## src/sv/byte_stuffed_frame_encoder_macros.svh

```systemverilog
// ----------------------------------------------------------------------------
// Byte-stuffed frame encoder assertion macros
// Shorthand for the concurrent checks of the top level; expects clk and rst.
// ----------------------------------------------------------------------------
`ifndef BYTE_STUFFED_FRAME_ENCODER_MACROS_SVH
`define BYTE_STUFFED_FRAME_ENCODER_MACROS_SVH

// Implication in the same cycle.
`define BSFE_ASSERT_IMPL(label, ante, cons, msg) \
  label: assert property (@(posedge clk) disable iff (rst) (ante) |-> (cons)) \
    else $error(msg);

// Implication in the next cycle.
`define BSFE_ASSERT_NEXT(label, ante, cons, msg) \
  label: assert property (@(posedge clk) disable iff (rst) (ante) |=> (cons)) \
    else $error(msg);

// Condition that must never hold.
`define BSFE_ASSERT_NEVER(label, cond, msg) \
  label: assert property (@(posedge clk) disable iff (rst) !(cond)) \
    else $error(msg);

`endif

```

## src/sv/bsfe_pkg.sv

```systemverilog
// ----------------------------------------------------------------------------
// Byte-stuffed frame encoder package
// Shared codes, constants, run and status types and the escape function.
// ----------------------------------------------------------------------------
package bsfe_pkg;

  typedef enum logic [1:0] {
    OP_MSG_HDR = 2'd0,
    OP_PAYLOAD = 2'd1,
    OP_IMG_HDR = 2'd2,
    OP_PIXEL   = 2'd3
  } opcode_t;

  localparam int CFG_IDX_W = 1;

  typedef enum logic [CFG_IDX_W-1:0] {
    CFG_HEAD_BYTE = 1'b0,
    CFG_IMAGE_CMD = 1'b1
  } cfg_idx_t;

  localparam logic [7:0]  HEAD_RESET   = 8'h7A;
  localparam logic [7:0]  IMGCMD_RESET = 8'h00;
  localparam logic [7:0]  FLAG_BYTE    = 8'h7A;
  localparam logic [7:0]  ESC_BYTE     = 8'h7B;
  localparam logic [7:0]  ESC_FLAG_SUB = 8'h00;
  localparam logic [7:0]  ESC_ESC_SUB  = 8'h01;
  localparam logic [18:0] MAX_PIXELS   = 19'd524280;

  localparam int RUN_MAX   = 9;
  localparam int RUN_LEN_W = $clog2(RUN_MAX + 1);

  typedef struct packed {
    logic [1:0][7:0] data;   // data[0] goes out first
    logic            two;
  } esc_t;

  typedef struct packed {
    logic [RUN_MAX-1:0][7:0] data;
    logic [RUN_LEN_W-1:0]    len;
    logic                    ends_frame;
  } run_t;

  typedef struct packed {
    logic frame_open;
    logic image_mode;
    logic bytes_zero;
    logic pixels_zero;
  } fstat_t;

  typedef struct packed {
    logic pending;
    logic free;
  } rstat_t;

  function automatic esc_t escape(input logic [7:0] b);
    esc_t e;
    e.two     = 1'b0;
    e.data[0] = b;
    e.data[1] = 8'h00;
    if (b == FLAG_BYTE) begin
      e.two     = 1'b1;
      e.data[0] = ESC_BYTE;
      e.data[1] = ESC_FLAG_SUB;
    end else if (b == ESC_BYTE) begin
      e.two     = 1'b1;
      e.data[0] = ESC_BYTE;
      e.data[1] = ESC_ESC_SUB;
    end
    return e;
  endfunction

endpackage

```

## src/sv/bsfe_cfg.sv

```systemverilog
// ----------------------------------------------------------------------------
// Byte-stuffed frame encoder configuration registers
// Holds the head byte and the image command byte.
// ----------------------------------------------------------------------------
module bsfe_cfg (
  input  logic                           clk,
  input  logic                           rst,
  input  logic                           wr_en,
  input  logic [bsfe_pkg::CFG_IDX_W-1:0] wr_index,
  input  logic [7:0]                     wr_data,
  output logic [7:0]                     head_byte,
  output logic [7:0]                     image_command
);

  always_ff @(posedge clk) begin
    if (rst) begin
      head_byte     <= bsfe_pkg::HEAD_RESET;
      image_command <= bsfe_pkg::IMGCMD_RESET;
    end else if (wr_en) begin
      case (bsfe_pkg::cfg_idx_t'(wr_index))
        bsfe_pkg::CFG_HEAD_BYTE: head_byte     <= wr_data;
        bsfe_pkg::CFG_IMAGE_CMD: image_command <= wr_data;
        default: ;
      endcase
    end
  end

endmodule

```

## src/sv/bsfe_frame_ctl.sv

```systemverilog
// ----------------------------------------------------------------------------
// Byte-stuffed frame encoder frame control
// Frame state and the encoding of one input word into a run of bytes.
// ----------------------------------------------------------------------------
module bsfe_frame_ctl (
  input  logic                clk,
  input  logic                rst,
  input  logic                accept,
  input  bsfe_pkg::opcode_t   opcode,
  input  logic [7:0]          frame_type,
  input  logic [7:0]          frame_id,
  input  logic [15:0]         payload_length,
  input  logic [7:0]          data_byte,
  input  logic [18:0]         pixel_count,
  input  logic                pixel_on,
  input  logic [7:0]          head_byte,
  input  logic [7:0]          image_command,
  output bsfe_pkg::run_t      run,
  output bsfe_pkg::fstat_t    status
);

  logic [15:0] bytes_left, bytes_left_next;
  logic [18:0] pixels_left, pixels_left_next;
  logic [7:0]  pack_register, pack_register_next;
  logic [2:0]  bit_position, bit_position_next;
  logic        frame_open, frame_open_next;
  logic        image_mode, image_mode_next;

  logic                     is_img;
  logic [18:0]              count_sat;
  logic [18:0]              count_rnd;
  logic [15:0]              hdr_len;
  logic [3:0][7:0]          hdr_src;
  bsfe_pkg::run_t           hdr_run;
  bsfe_pkg::esc_t           esc;
  logic [bsfe_pkg::RUN_LEN_W-1:0] pos;
  logic [7:0]               single;
  bsfe_pkg::esc_t           single_esc;
  logic [7:0]               packed_byte;
  logic [2:0]               bp_inc;
  logic [18:0]              pl_dec;
  logic [15:0]              bl_dec;

  // Header run: head byte raw, then type, id, length low, length high escaped.
  always_comb begin
    is_img    = (opcode == bsfe_pkg::OP_IMG_HDR);
    count_sat = (pixel_count > bsfe_pkg::MAX_PIXELS) ? bsfe_pkg::MAX_PIXELS : pixel_count;
    count_rnd = count_sat + 19'd7;
    hdr_len   = is_img ? count_rnd[18:3] : payload_length;
    hdr_src[0] = is_img ? image_command : frame_type;
    hdr_src[1] = frame_id;
    hdr_src[2] = hdr_len[7:0];
    hdr_src[3] = hdr_len[15:8];
    hdr_run      = '0;
    hdr_run.data[0] = head_byte;
    pos = bsfe_pkg::RUN_LEN_W'(1);
    for (int i = 0; i < 4; i++) begin
      esc = bsfe_pkg::escape(hdr_src[i]);
      hdr_run.data[pos] = esc.data[0];
      if (esc.two) begin
        hdr_run.data[pos + bsfe_pkg::RUN_LEN_W'(1)] = esc.data[1];
        pos = pos + bsfe_pkg::RUN_LEN_W'(2);
      end else begin
        pos = pos + bsfe_pkg::RUN_LEN_W'(1);
      end
    end
    hdr_run.len        = pos;
    hdr_run.ends_frame = (hdr_len == 16'd0);
  end

  always_comb begin
    packed_byte = pack_register | (pixel_on ? (8'h80 >> bit_position) : 8'h00);
    bp_inc      = bit_position + 3'd1;
    pl_dec      = pixels_left - 19'd1;
    bl_dec      = bytes_left - 16'd1;
    single      = (opcode == bsfe_pkg::OP_PIXEL) ? packed_byte : data_byte;
    single_esc  = bsfe_pkg::escape(single);
  end

  always_comb begin
    bytes_left_next    = bytes_left;
    pixels_left_next   = pixels_left;
    pack_register_next = pack_register;
    bit_position_next  = bit_position;
    frame_open_next    = frame_open;
    image_mode_next    = image_mode;
    run                = '0;
    case (opcode)
      bsfe_pkg::OP_MSG_HDR: begin
        if (!frame_open) begin
          run             = hdr_run;
          bytes_left_next = payload_length;
          image_mode_next = 1'b0;
          frame_open_next = (payload_length != 16'd0);
        end
      end
      bsfe_pkg::OP_IMG_HDR: begin
        if (!frame_open) begin
          run                = hdr_run;
          bytes_left_next    = hdr_len;
          pixels_left_next   = count_sat;
          pack_register_next = 8'h00;
          bit_position_next  = 3'd0;
          image_mode_next    = 1'b1;
          frame_open_next    = (count_sat != 19'd0);
        end
      end
      bsfe_pkg::OP_PAYLOAD: begin
        if (frame_open && !image_mode) begin
          run.data[0]     = single_esc.data[0];
          run.data[1]     = single_esc.data[1];
          run.len         = single_esc.two ? bsfe_pkg::RUN_LEN_W'(2) : bsfe_pkg::RUN_LEN_W'(1);
          run.ends_frame  = (bl_dec == 16'd0);
          bytes_left_next = bl_dec;
          frame_open_next = (bl_dec != 16'd0);
        end
      end
      bsfe_pkg::OP_PIXEL: begin
        if (frame_open && image_mode) begin
          pixels_left_next = pl_dec;
          if (bp_inc == 3'd0 || pl_dec == 19'd0) begin
            run.data[0]        = single_esc.data[0];
            run.data[1]        = single_esc.data[1];
            run.len            = single_esc.two ? bsfe_pkg::RUN_LEN_W'(2)
                                                : bsfe_pkg::RUN_LEN_W'(1);
            run.ends_frame     = (pl_dec == 19'd0);
            pack_register_next = 8'h00;
            bit_position_next  = 3'd0;
            bytes_left_next    = bl_dec;
            if (pl_dec == 19'd0) begin
              frame_open_next = 1'b0;
              image_mode_next = 1'b0;
              bytes_left_next = 16'd0;
            end
          end else begin
            pack_register_next = packed_byte;
            bit_position_next  = bp_inc;
          end
        end
      end
      default: ;
    endcase
  end

  always_ff @(posedge clk) begin
    if (rst) begin
      bytes_left    <= 16'd0;
      pixels_left   <= 19'd0;
      pack_register <= 8'h00;
      bit_position  <= 3'd0;
      frame_open    <= 1'b0;
      image_mode    <= 1'b0;
    end else if (accept) begin
      bytes_left    <= bytes_left_next;
      pixels_left   <= pixels_left_next;
      pack_register <= pack_register_next;
      bit_position  <= bit_position_next;
      frame_open    <= frame_open_next;
      image_mode    <= image_mode_next;
    end
  end

  assign status.frame_open  = frame_open;
  assign status.image_mode  = image_mode;
  assign status.bytes_zero  = (bytes_left == 16'd0);
  assign status.pixels_zero = (pixels_left == 19'd0);

endmodule

```

## src/sv/bsfe_run_buf.sv

```systemverilog
// ----------------------------------------------------------------------------
// Byte-stuffed frame encoder run buffer
// Holds one encoded run and shifts it out through the output register.
// ----------------------------------------------------------------------------
module bsfe_run_buf (
  input  logic              clk,
  input  logic              rst,
  input  logic              load,
  input  bsfe_pkg::run_t    run_in,
  output bsfe_pkg::rstat_t  status,
  output logic              out_valid,
  input  logic              out_ready,
  output logic [7:0]        out_byte,
  output logic              out_last,
  output logic              out_frame_end
);

  logic [bsfe_pkg::RUN_MAX-1:0][7:0] run_data;
  logic [bsfe_pkg::RUN_LEN_W-1:0]    run_len;
  logic [bsfe_pkg::RUN_LEN_W-1:0]    run_pos;
  logic                              run_end;

  logic pending, out_free, move, at_last;

  assign pending  = (run_pos != run_len);
  assign out_free = !out_valid || out_ready;
  assign move     = pending && out_free;
  assign at_last  = ((run_pos + bsfe_pkg::RUN_LEN_W'(1)) == run_len);

  assign status.pending = pending;
  assign status.free    = !pending || (move && at_last);

  always_ff @(posedge clk) begin
    if (rst) begin
      run_len <= '0;
      run_pos <= '0;
    end else if (load) begin
      run_len <= run_in.len;
      run_pos <= '0;
    end else if (move) begin
      run_pos <= run_pos + bsfe_pkg::RUN_LEN_W'(1);
    end
  end

  always_ff @(posedge clk) begin
    if (load) begin
      run_data <= run_in.data;
      run_end  <= run_in.ends_frame;
    end
  end

  always_ff @(posedge clk) begin
    if (rst) begin
      out_valid <= 1'b0;
    end else if (out_free) begin
      out_valid <= move;
    end
  end

  always_ff @(posedge clk) begin
    if (move) begin
      out_byte      <= run_data[run_pos];
      out_last      <= at_last;
      out_frame_end <= at_last && run_end;
    end
  end

endmodule

```

## src/sv/byte_stuffed_frame_encoder.sv

```systemverilog
// ----------------------------------------------------------------------------
// Byte-stuffed frame encoder
// Turns header, payload and pixel words into an escaped serial byte stream.
// ----------------------------------------------------------------------------
// Each accepted word is encoded in the cycle it is taken into a run of zero
// to nine output bytes, which a run buffer sends through a one-word output
// register, one byte per cycle unless m_axis_tready stalls it. A header gives
// five to nine bytes, a payload byte or a completed pixel byte gives one or
// two, and an ignored or mid-byte pixel word gives none. The slave side takes
// a new word whenever the run buffer is empty or is handing over its last
// byte, so words that make single bytes flow at one per cycle without stalls,
// and a longer run holds the input until its last byte is handed over. There
// is no clearing pass after reset. Configuration writes are taken in any
// cycle and must only be made while the encoder is idle.
// ----------------------------------------------------------------------------
`include "byte_stuffed_frame_encoder_macros.svh"

module byte_stuffed_frame_encoder (
  input  logic                           clk,
  input  logic                           rst,
  // input words
  input  logic                           s_axis_tvalid,
  output logic                           s_axis_tready,
  // [7:0] frame_type, [15:8] frame_id, [31:16] payload_length,
  // [39:32] data_byte, [58:40] pixel_count, [59] pixel_on, [63:60] zero
  input  logic [63:0]                    s_axis_tdata,
  // [1:0] opcode
  input  logic [1:0]                     s_axis_tuser,
  // output bytes
  output logic                           m_axis_tvalid,
  input  logic                           m_axis_tready,
  // [7:0] out_byte
  output logic [7:0]                     m_axis_tdata,
  output logic                           m_axis_tlast,   // last_of_run
  // [0] frame_end
  output logic                           m_axis_tuser,
  // configuration writes
  input  logic                           cfg_valid,
  output logic                           cfg_ready,
  input  logic [bsfe_pkg::CFG_IDX_W-1:0] cfg_index,
  input  logic [7:0]                     cfg_data
);

  logic              accept;
  logic [7:0]        head_byte;
  logic [7:0]        image_command;
  bsfe_pkg::run_t    run;
  bsfe_pkg::fstat_t  fstat;
  bsfe_pkg::rstat_t  rstat;

  // Configuration port never stalls.
  assign cfg_ready = 1'b1;

  // Take a word when the run buffer will be free for the new run.
  assign s_axis_tready = rstat.free;
  assign accept        = s_axis_tvalid && s_axis_tready;

  bsfe_cfg u_cfg (
    .clk           (clk),
    .rst           (rst),
    .wr_en         (cfg_valid && cfg_ready),
    .wr_index      (cfg_index),
    .wr_data       (cfg_data),
    .head_byte     (head_byte),
    .image_command (image_command)
  );

  // Encode the word against the current frame state and advance the state.
  bsfe_frame_ctl u_frame_ctl (
    .clk            (clk),
    .rst            (rst),
    .accept         (accept),
    .opcode         (bsfe_pkg::opcode_t'(s_axis_tuser)),
    .frame_type     (s_axis_tdata[7:0]),
    .frame_id       (s_axis_tdata[15:8]),
    .payload_length (s_axis_tdata[31:16]),
    .data_byte      (s_axis_tdata[39:32]),
    .pixel_count    (s_axis_tdata[58:40]),
    .pixel_on       (s_axis_tdata[59]),
    .head_byte      (head_byte),
    .image_command  (image_command),
    .run            (run),
    .status         (fstat)
  );

  // Hold the run and drain it one byte per cycle while the output is not stalled.
  bsfe_run_buf u_run_buf (
    .clk           (clk),
    .rst           (rst),
    .load          (accept),
    .run_in        (run),
    .status        (rstat),
    .out_valid     (m_axis_tvalid),
    .out_ready     (m_axis_tready),
    .out_byte      (m_axis_tdata),
    .out_last      (m_axis_tlast),
    .out_frame_end (m_axis_tuser)
  );

  // A frame ends only on the last byte of a run.
  `BSFE_ASSERT_IMPL(a_end_is_last, m_axis_tvalid && m_axis_tuser, m_axis_tlast, "frame end without last of run")
  // With no run pending, a taken output word leaves the port empty next cycle.
  `BSFE_ASSERT_NEXT(a_drain_empty, m_axis_tvalid && m_axis_tready && !rstat.pending, !m_axis_tvalid, "output word without a pending run")
  // An open frame always has something left to send.
  `BSFE_ASSERT_NEVER(a_open_nonempty, fstat.frame_open && (fstat.image_mode ? fstat.pixels_zero : fstat.bytes_zero), "open frame with nothing left")

endmodule
```

## config.mk

```make
export PLATFORM = sky130hd
export DESIGN_NAME = byte_stuffed_frame_encoder
export DESIGN_NICKNAME = d
export VERILOG_FILES = /design/src/sv/bsfe_pkg.sv /design/src/sv/bsfe_cfg.sv /design/src/sv/bsfe_frame_ctl.sv /design/src/sv/bsfe_run_buf.sv /design/src/sv/byte_stuffed_frame_encoder.sv
export VERILOG_INCLUDE_DIRS = /design/src /design/src/sv
export SDC_FILE = /design/constraint.sdc
export NUM_CORES = 1
export LEC_CHECK = 0
export BUFFER_PORTS_ARGS = -buffer_cell sky130_fd_sc_hd__clkbuf_2
export CORE_MARGIN = 4
export CORE_UTILIZATION = 45
export DETAILED_ROUTE_END_ITERATION = 8
export PLACE_DENSITY = 0.6
export SYNTH_ARGS = -nofsm -noshare
export SYNTH_HDL_FRONTEND = slang
export SYNTH_SLANG_ARGS = --single-unit
```

## constraint.sdc

```tcl
create_clock -name clk -period 6.55 [get_ports clk]
set_input_delay 0.9825 -clock clk [delete_from_list [all_inputs] [get_ports clk]]
set_output_delay 0.9825 -clock clk [all_outputs]
set_load 0.03 [all_outputs]
```

==> results.sh <==
export IMPL_synth_cell_types=85
export IMPL_cts_tree="yes"
export IMPL_fin_skew_ns=0.0143
export IMPL_synth_simple_gate_area_share_pct=23.2
export IMPL_grtUsageTotal_pct=24.7
export IMPL_cp_required_ns=6.82
export IMPL_cpMaxStageDelayCell="or4_1"
export IMPL_layout_commonest_cell="nand2_1"
export IMPL_critPathArrivalTime_ns=5.44
export IMPL_synth_xor_area_share_pct=2.90
export IMPL_status="finished clean"
export IMPL_area_growth_pct=12.0
export IMPL_dr_pass1_iters=5
export IMPL_start_util_pct=46.2
export IMPL_ant_nets=0
export IMPL_synth_top_family_by_area="simple AND/OR/NAND/NOR gates"
export IMPL_grt_pass1_wl_mm=48.1
export IMPL_drive_gt1_share_pct=14.8
export IMPL_clk_latency_ns=0.44
export IMPL_finalCritPeriodShare_pct=79.0
export IMPL_routedWlPerCell_um=20.1
export IMPL_cts_max_path_buffers=2
export IMPL_holdPathStages=2
export IMPL_post_route_drc_count=0
export IMPL_finalCriticalPeriod_ns=5.18
export IMPL_die_y_um=158
export IMPL_post_cts_buffers=0
export IMPL_p_per_area_mw_per_mm2=347
export IMPL_layout_common_cells="nand2_1 (145), nor2_1 (143), a21oi_1 (103)"
export IMPL_tns_ns=0
export IMPL_min_from="u_frame_ctl.pack_register[7]$_SDFFE_PP0P_"
export IMPL_synth_async_sr_flop_share_pct=0
export IMPL_finalNetCount=1336
export IMPL_cp_cell_sequence="clkbuf_2 > nand4_1 > or4_1 > or2_1 > a32o_1 > a211oi_4 > mux2i_1 > inv_1 > ha_1 > nand2b_1 > a21oi_1 > nand2_1 > a21oi_1"
export IMPL_grt_pass1_vias=8714
export IMPL_rows=54
export IMPL_ctsHoldBuffers=0
export IMPL_syn_avg_cell_area_um2=8.64
export IMPL_io_pins=93
export IMPL_synthAdderAreaFrac_pct=3.58
export IMPL_crit_path_end_kind="register"
export IMPL_fmax_mhz=193
export IMPL_hold_path_class="register to register"
export IMPL_htreeDepth=4
export IMPL_max_stage_delay_ns=0.70
export IMPL_grt_max_degree=57
export IMPL_synth_ff_type="edfxtp_1"
export IMPL_setup_viol=0
export IMPL_clock_sink_count=156
export IMPL_wl_mm=30.6
export IMPL_r2r_cells=7
export IMPL_tightest_slew_ns=1.15
export IMPL_antenna_found_initial=0
export IMPL_cts_clk_slew_worst_paths_ns=0.07
export IMPL_hold_worst_slack_ns=0.458
export IMPL_synthCells=1173
export IMPL_max_cap_violations=0
export IMPL_finalHoldViolCount=0
export IMPL_port_buffer_count=87
export IMPL_yosysSeqAreaShare_pct=39.0
export IMPL_synth_warnings=0
export IMPL_ys_seq_elements=156
export IMPL_num_antenna_cells=0
export IMPL_cts_root_buf="clkbuf_16"
export IMPL_fin_util_pct=51.7
export IMPL_crit_top_cell="a21oi_1"
export IMPL_drv_slew=0
export IMPL_rr_startpoint="u_run_buf.run_pos[1]$_SDFFE_PP0P_"
export IMPL_dp_hpwl_mm=22.5
export IMPL_p_leak_nw=4.21
export IMPL_dieArea_mm2=0.0250
export IMPL_ir_drop_mv=0.192
export IMPL_die_x_um=158
export IMPL_synthMuxAreaShare_pct=5.34
export IMPL_rr_endpoint="u_run_buf.run_data[14]$_DFFE_PP_"
export IMPL_cts_made_buffers=17
export IMPL_crit_fanout=10
export IMPL_viasPerCell=6.10
export IMPL_drt_initial_drc_count=866
export IMPL_path_class="primary input to register"
export IMPL_startpoint="s_axis_tdata[56]"
export IMPL_core_mm2=0.0220
export IMPL_crit_path_start_kind="primary input"
export IMPL_whs_endpoint="u_frame_ctl.pack_register[7]$_SDFFE_PP0P_"
export IMPL_place_gp_congestion=0.918
export IMPL_rsz0062_at_grt="no"
export IMPL_syn_area_mm2=0.0101
export IMPL_grt_ovfl_total=0
export IMPL_vias=9276
export IMPL_synth_edf_count=83
export IMPL_synth_compound_gate_area_share_pct=21.5
export IMPL_reg2reg_slack_ns=2.29
export IMPL_cts_repair_resized=0
export IMPL_maxSlewHeadroom_pct=22.5
[sequential cells by signal, summed over array words and instances (netlist names)]
signal and cells:
u_run_buf.run_end 1, u_run_buf.run_data 72, u_run_buf.out_byte 8, u_run_buf.out_frame_end 1, u_frame_ctl.frame_open 1, u_run_buf.out_valid 1, u_frame_ctl.pixels_left 19, u_cfg.head_byte 8
u_run_buf.run_len 4, u_frame_ctl.pack_register 8, u_run_buf.out_last 1, u_frame_ctl.bytes_left 16, u_cfg.image_command 8, u_frame_ctl.bit_position 3, u_frame_ctl.image_mode 1, u_run_buf.run_pos 4
[worst max-delay path, delay by kind of cell]
family                   cells  cell delay, ns
multiplexers                 1            0.60
AO/OA/AOI/OAI                4            1.52
buffers and inverters        2            0.40
adder cells (fa/ha/maj)      1            0.37
AND/OR/NAND/NOR              5            1.55
[cell type report]
type,instances,area (µm²)
Clock buffer,19,454
Clock inverter,13,145
Fill cell,2163,10600
Inverter,27,101
Multi-Input combinational cell,920,5780
Sequential cell,156,3950
Tap cell,280,350
Timing Repair Buffer,105,571
[cell families after synthesis]
group | count (synthesis)
fa+ha+maj | 29
xor+xnor | 32
mux | 34
flops | 156
simple gates | 495
buf+inv | 108
compound gates | 317
other cells | 2
[metal layers]
layer | vias up | share of wire, % | track usage (%)
li1 | 4459 | - | -
met1 | 4440 | 45 | 34.8
met2 | 329 | 46 | 38.6
met3 | 48 | 6.2 | 4.62
met4 | 0 | 2.5 | 8.08
met5 | - | 0 | 0
[Yosys cell counts (all sizes together) (9+ instances only)]
cell type | number | share of area [%]
nor4 | 25 | 1.6
or3 | 19 | 1.2
a211oi | 26 | 2.0
nor2 | 143 | 5.3
o21ai | 62 | 3.1
buf | 16 | 0.99
a22oi | 14 | 1.0
inv | 27 | 1.0
a21oi | 104 | 5.2
ha | 29 | 3.6
xnor2 | 14 | 1.2
a31oi | 13 | 0.80
a32o | 11 | 1.1
nand2 | 145 | 5.4
and2 | 12 | 0.74
mux2i | 17 | 1.7
or4 | 9 | 0.67
clkbuf | 65 | 2.4
nor3 | 24 | 1.2
xor2 | 17 | 1.5
o31ai | 11 | 0.81
edfxtp | 83 | 25
mux4 | 16 | 3.6
nand3 | 54 | 2.7
nand4 | 18 | 1.1
dfxtp | 73 | 14
[stage by stage]
stage | total power, mW | area (µm²) | setup WS, ns | cells
floorplan | 2.55 | 10200 | 1.70 | 1184
global placement | 2.92 | 10800 | 1.13 | 1488
detailed placement | 2.94 | 10800 | 1.02 | 1488
CTS | 3.96 | 11400 | 1.42 | 1520
global route | 4.16 | 11400 | 1.11 | 1520
finish | 3.94 | 11400 | 1.37 | 1520
[how the worst max path moves through the flow]
stage	end	cells after the start
after floorplan	u_run_buf.run_data[35]$_SDFFCE_PP0P_	14
after global placement	u_run_buf.run_data[46]$_SDFFCE_PP0P_	13
after detailed placement	u_run_buf.run_data[46]$_SDFFCE_PP0P_	13
after CTS	u_run_buf.run_data[46]$_SDFFCE_PP0P_	13
after global routing	u_run_buf.run_data[42]$_SDFFCE_PP0P_	13
final	u_run_buf.run_data[46]$_SDFFCE_PP0P_	13
[power breakdown]
group / internal (mW) / total (mW) / leakage [nW] / switching (mW)
sequential: 1.40 / 1.54 / 1.41 / 0.142
clock: 0.563 / 1.02 / 0.297 / 0.460
combinational: 0.497 / 1.37 / 2.50 / 0.876
Power figures use the tool's default switching activity.
